===== config.mk =====
export PLATFORM = sky130hd
export DESIGN_NAME = yay0_ctrl
export DESIGN_NICKNAME = d
export VERILOG_FILES = /design/src/hw/rtl/yay0_pkg.sv /design/src/hw/rtl/yay0_ctrl.sv
export SDC_FILE = /design/constraint.sdc
export NUM_CORES = 1
export LEC_CHECK = 0
export BUFFER_PORTS_ARGS = -buffer_cell sky130_fd_sc_hd__buf_4
export CORE_AREA = 2 2 39 41
export CTS_CLUSTER_DIAMETER = 120
export DETAILED_ROUTE_END_ITERATION = 7
export DIE_AREA = 0 0 41 43
export GPL_TIMING_DRIVEN = 1
export PLACE_DENSITY = 0.46
export SKIP_LAST_GASP = 1
export SLEW_MARGIN = 20
export SYNTH_ARGS = -nofsm -noshare
export SYNTH_HDL_FRONTEND = slang
export SYNTH_SLANG_ARGS = --single-unit

===== constraint.sdc =====
create_clock -name clk -period 1.5 [get_ports clk]
set_clock_uncertainty 0.2 [all_clocks]
set_input_delay 0.375 -clock clk [delete_from_list [all_inputs] [get_ports clk]]
set_output_delay 0.375 -clock clk [all_outputs]
set_load 0.1 [all_outputs]

===== src/hw/rtl/yay0_pkg.sv =====
// ----------------------------------------------------------------------------
// yay0_pkg
// Shared types and constants of the Yay0 decompressor.
// ----------------------------------------------------------------------------
package yay0_pkg;

  localparam int WINDOW_DEPTH_DEF = 4096;
  localparam int LANES_DEF        = 8;
  localparam int DIST_W           = 12;
  localparam int CNT_W            = 9;
  localparam logic [7:0] LONG_CNT_BIAS = 8'h12;

  typedef enum logic [1:0] {
    ACT_CMD   = 2'd0,
    ACT_BYTE  = 2'd1,
    ACT_LINK  = 2'd2,
    ACT_START = 2'd3
  } action_t;

  typedef enum logic [1:0] {
    KIND_CMD  = 2'd0,
    KIND_LIT  = 2'd1,
    KIND_LINK = 2'd2,
    KIND_CNT  = 2'd3
  } kind_t;

  typedef enum logic [1:0] {
    ST_OK       = 2'd0,
    ST_COMPLETE = 2'd1,
    ST_ERROR    = 2'd2
  } status_t;

  typedef struct packed {
    logic load_in;
    logic apply_single;
    logic copy_start;
    logic rd;
    logic wr;
    logic emit_copy;
  } cmd_t;

  typedef struct packed {
    logic is_copy;
    logic flush;
    logic copy_end;
    logic out_free;
  } stat_t;

endpackage


===== src/hw/rtl/yay0_ctrl.sv =====
// ----------------------------------------------------------------------------
// yay0_ctrl
// Sequencer: takes an item, then issues one result or a copy loop.
// ----------------------------------------------------------------------------
module yay0_ctrl (
  input  logic            clk,
  input  logic            rst_n,
  input  logic            in_valid,
  output logic            in_stall,
  input  yay0_pkg::stat_t st,
  output yay0_pkg::cmd_t  cmd
);

  typedef enum logic [2:0] {S_IDLE, S_EVAL, S_RD, S_WR, S_CHK} state_t;

  state_t state_r, state_nxt;

  always_comb begin
    state_nxt = state_r;
    cmd       = '0;
    unique case (state_r)
      S_IDLE: begin
        if (in_valid) begin
          cmd.load_in = 1'b1;
          state_nxt   = S_EVAL;
        end
      end
      S_EVAL: begin
        if (st.is_copy) begin
          cmd.copy_start = 1'b1;
          state_nxt      = S_RD;
        end else if (st.out_free) begin
          cmd.apply_single = 1'b1;
          state_nxt        = S_IDLE;
        end
      end
      S_RD: begin
        cmd.rd    = 1'b1;
        state_nxt = S_WR;
      end
      S_WR: begin
        cmd.wr    = 1'b1;
        state_nxt = S_CHK;
      end
      S_CHK: begin
        if (!st.flush) begin
          state_nxt = S_RD;
        end else if (st.out_free) begin
          cmd.emit_copy = 1'b1;
          state_nxt     = st.copy_end ? S_IDLE : S_RD;
        end
      end
      default: state_nxt = S_IDLE;
    endcase
  end

  assign in_stall = (state_r != S_IDLE);

  always_ff @(posedge clk) begin
    if (!rst_n) begin
      state_r <= S_IDLE;
    end else begin
      state_r <= state_nxt;
    end
  end

endmodule


==> metrics.txt <==
crit-path max cell delay=0.41 ns; crit path cell chain=or3_4, nor2_4, buf_12; compound-gate portion of the synthesized area=0.1934; mux contribution to synthesized area=0; Layout Cells excl Fill=76; period utilization=1.224; GRT Residual Overflow=0; Layout fillers=138; kind of critical path=flop to primary output; clock power share=0.307; Biggest register=state_r; worst slew margin relative to its limit=0.8169; # diodes=0; outcome=finished, violations left; part of the Yosys area used for sequential elements=0.2652; biggest regs=state_r: 3 flops; crit path buf inv count=1; Initial Util=0.1637; CP max FO=4; Post-DP Area=459.2 sq um; Internal=0.0002745 W; IO Pins=14; largest net degree at the start of global routing=10; most area-consuming cells after synthesis=dfxtp_1, nand2b_1, nor2_1; Die X=around 41 microns; Psw=0.0001766 W; Syn. warnings=0; port bufs=13; largest family of logic cells by synthesized area=simple AND/OR/NAND/NOR gates; Worst Setup Start Kind=flop; combinational share of power=0.489; syn avg cell area=7.549 sq um; clock slew at reported path FFs=0.04 ns; Flop pwr share=0.203; leading area contributor after synthesis=dfxtp_1; Layout Nets=68; Routed Antenna Nets=0; clk_lat worst skew=0.23 ns; Post-synth EDFFs=0; CTS tree=yes; Vias/cell=approximately 4.3; #FFs+latches synth=3; share of cells above drive strength 1=0.7000; XOR/XNOR Fraction of Synth Area=0; Final Util=0.4403; maximum vdd drop=between 0.0003 and 0.0004 V; top_reg_cell synth=dfxtp_1; die area=1763 sq um; vias in the first global route=333; Rows=14; Worst-Margin Slew=0.2769 ns; CP endpoint kind=primary output; PwrDens=740.2 nW/um^2; CTS hold repair buffers=0; Die Ht=43 microns; post-layout minimum cycle time=1.836 ns; H-tree depth=1; clk sinks=3; RePlAce Congestion=approximately 0.68; critical path required time=about 0.92 ns; failing checks=setup timing; dpl cells=67; delay-heaviest family, CP=simple AND/OR/NAND/NOR gates; Worst path slowest cell=or3_4; GRT Total Usage=0.1013; Distinct cells, synth=16; clk buf depth=2; Pwr Total=0.0004510 W; switching share of power=0.3915; area of the multi-input gates=210.2 sq um; Iter 0 DRT Violations=0; fmax=0.5448 GHz; RSZ-0062 raised after global routing=yes; Finished Cell Area=a little over 600 sq um; DRC viols=0; final setup fails=7; post-synthesis cell area=about 230 sq um; post-DP HPWL=~560 microns; FF+latch area=63.81 sq um; Slew Limit Fails=0; first-pass GRT wire length=1.221 mm; Max Cap Viol=0; cell with the most instances after synthesis=nor2_1; Final Hold Vio Count=0; first-pass detailed-route iteration total=1; final worst slack=-0.3356 ns; Yosys top cell area share=0.2652; worst slack, placed=-0.2040 ns; Synth Area in Adders=0; core area=1384 sq um; most instantiated cells after synthesis=nor2_1, dfxtp_1, nand2b_1, nor3_1; CTS root buffer=clkbuf_4; DR vias=323; drt total wl=765 microns; Worst Hold Class=input port to flop; Syn-to-layout area delta=169.1%; DR WL/cell=10.07 microns; asr flop ratio synth=0; Num CTS Buffers=3; simple-gate share of the synthesized area=0.4586; arrival time worst endpoint=1.26 ns; Pleak=0.2582 nW; max reg flops=3; Syn Inst Count=30; initial antenna violation count=0; Syn Nets=37
-- cells in the final DEF (no fill, tap or decap), drive strengths merged, types with 2 or more instances in the layout --
| cell | n |
|---|---|
| nor2 | 5 |
| buf | 27 |
| nand3b | 2 |
| a21oi | 2 |
| nand2b | 3 |
| dfxtp | 3 |
| inv | 2 |
| nor3 | 3 |
| o21ai | 2 |
| o21a | 2 |
| clkbuf | 4 |
-- cell type report --
class                           instances  area share
Timing Repair Buffer                   27      0.4620
Sequential cell                         3      0.1047
Multi-Input combinational cell         24      0.3450
Tap cell                               16     0.03285
Clock buffer                            4     0.04312
Inverter                                2     0.01232
-- power by group through the flow --
stage | clock network [W] | logic, W | registers [W]
finish | 0.000139 | 0.000221 | 0.0000917
global route | 0.000150 | 0.000231 | 0.0000919
CTS | 0.000149 | 0.000220 | 0.0000909
detailed placement | 0 | 0.000188 | 0.0000924
global placement | 0 | 0.000188 | 0.0000921
floorplan | 0 | 0.000134 | 0.0000932
-- kinds of logic after synthesis --
| group | after synthesis |
|---|---|
| flip-flops | 3 |
| buffers and inverters | 3 |
| AND/OR/NAND/NOR | 17 |
| AO/OA/AOI/OAI | 7 |
-- final timing paths --
kind / slack, ns / endpoint / start / cells after the start
max: -0.34 / cmd[5] / state_r[0]$_SDFFE_PN0P_ / 3
min: 0.17 / state_r[2]$_SDFFE_PN0P_ / rst_n / 2
max reg2reg: 0.05 / state_r[1]$_SDFFE_PN0P_ / state_r[2]$_SDFFE_PN0P_ / 7
min reg2reg: 0.33 / state_r[0]$_SDFFE_PN0P_ / state_r[2]$_SDFFE_PN0P_ / 2
-- timing repair --
action / in CTS / in global routing
setup buffers: 3 / 2
setup endpoints to repair: 7 / 7
resized for setup: 22 / 0
endpoints found under the hold margin: 0 / 0
pin swaps: 3 / 2
-- through the flow --
stage,hold WS [ns],TNS [ns]
6_report,0.1728,-1.762
5_1_grt,0.1739,-2.096
4_1_cts,0.1642,-1.849
3_5_place_dp,0.3756,-0.7977
3_3_place_gp,0.3704,-0.7431
2_1_floorplan,0.2692,-2.034
-- per-layer routing --
layer	track usage	routed length [microns]
met3	0.01571	34
met1	0.09936	297
met5	0	0
met4	0.06000	0
met2	0.1813	433
Note: power is estimated with default switching activity, not from simulation.
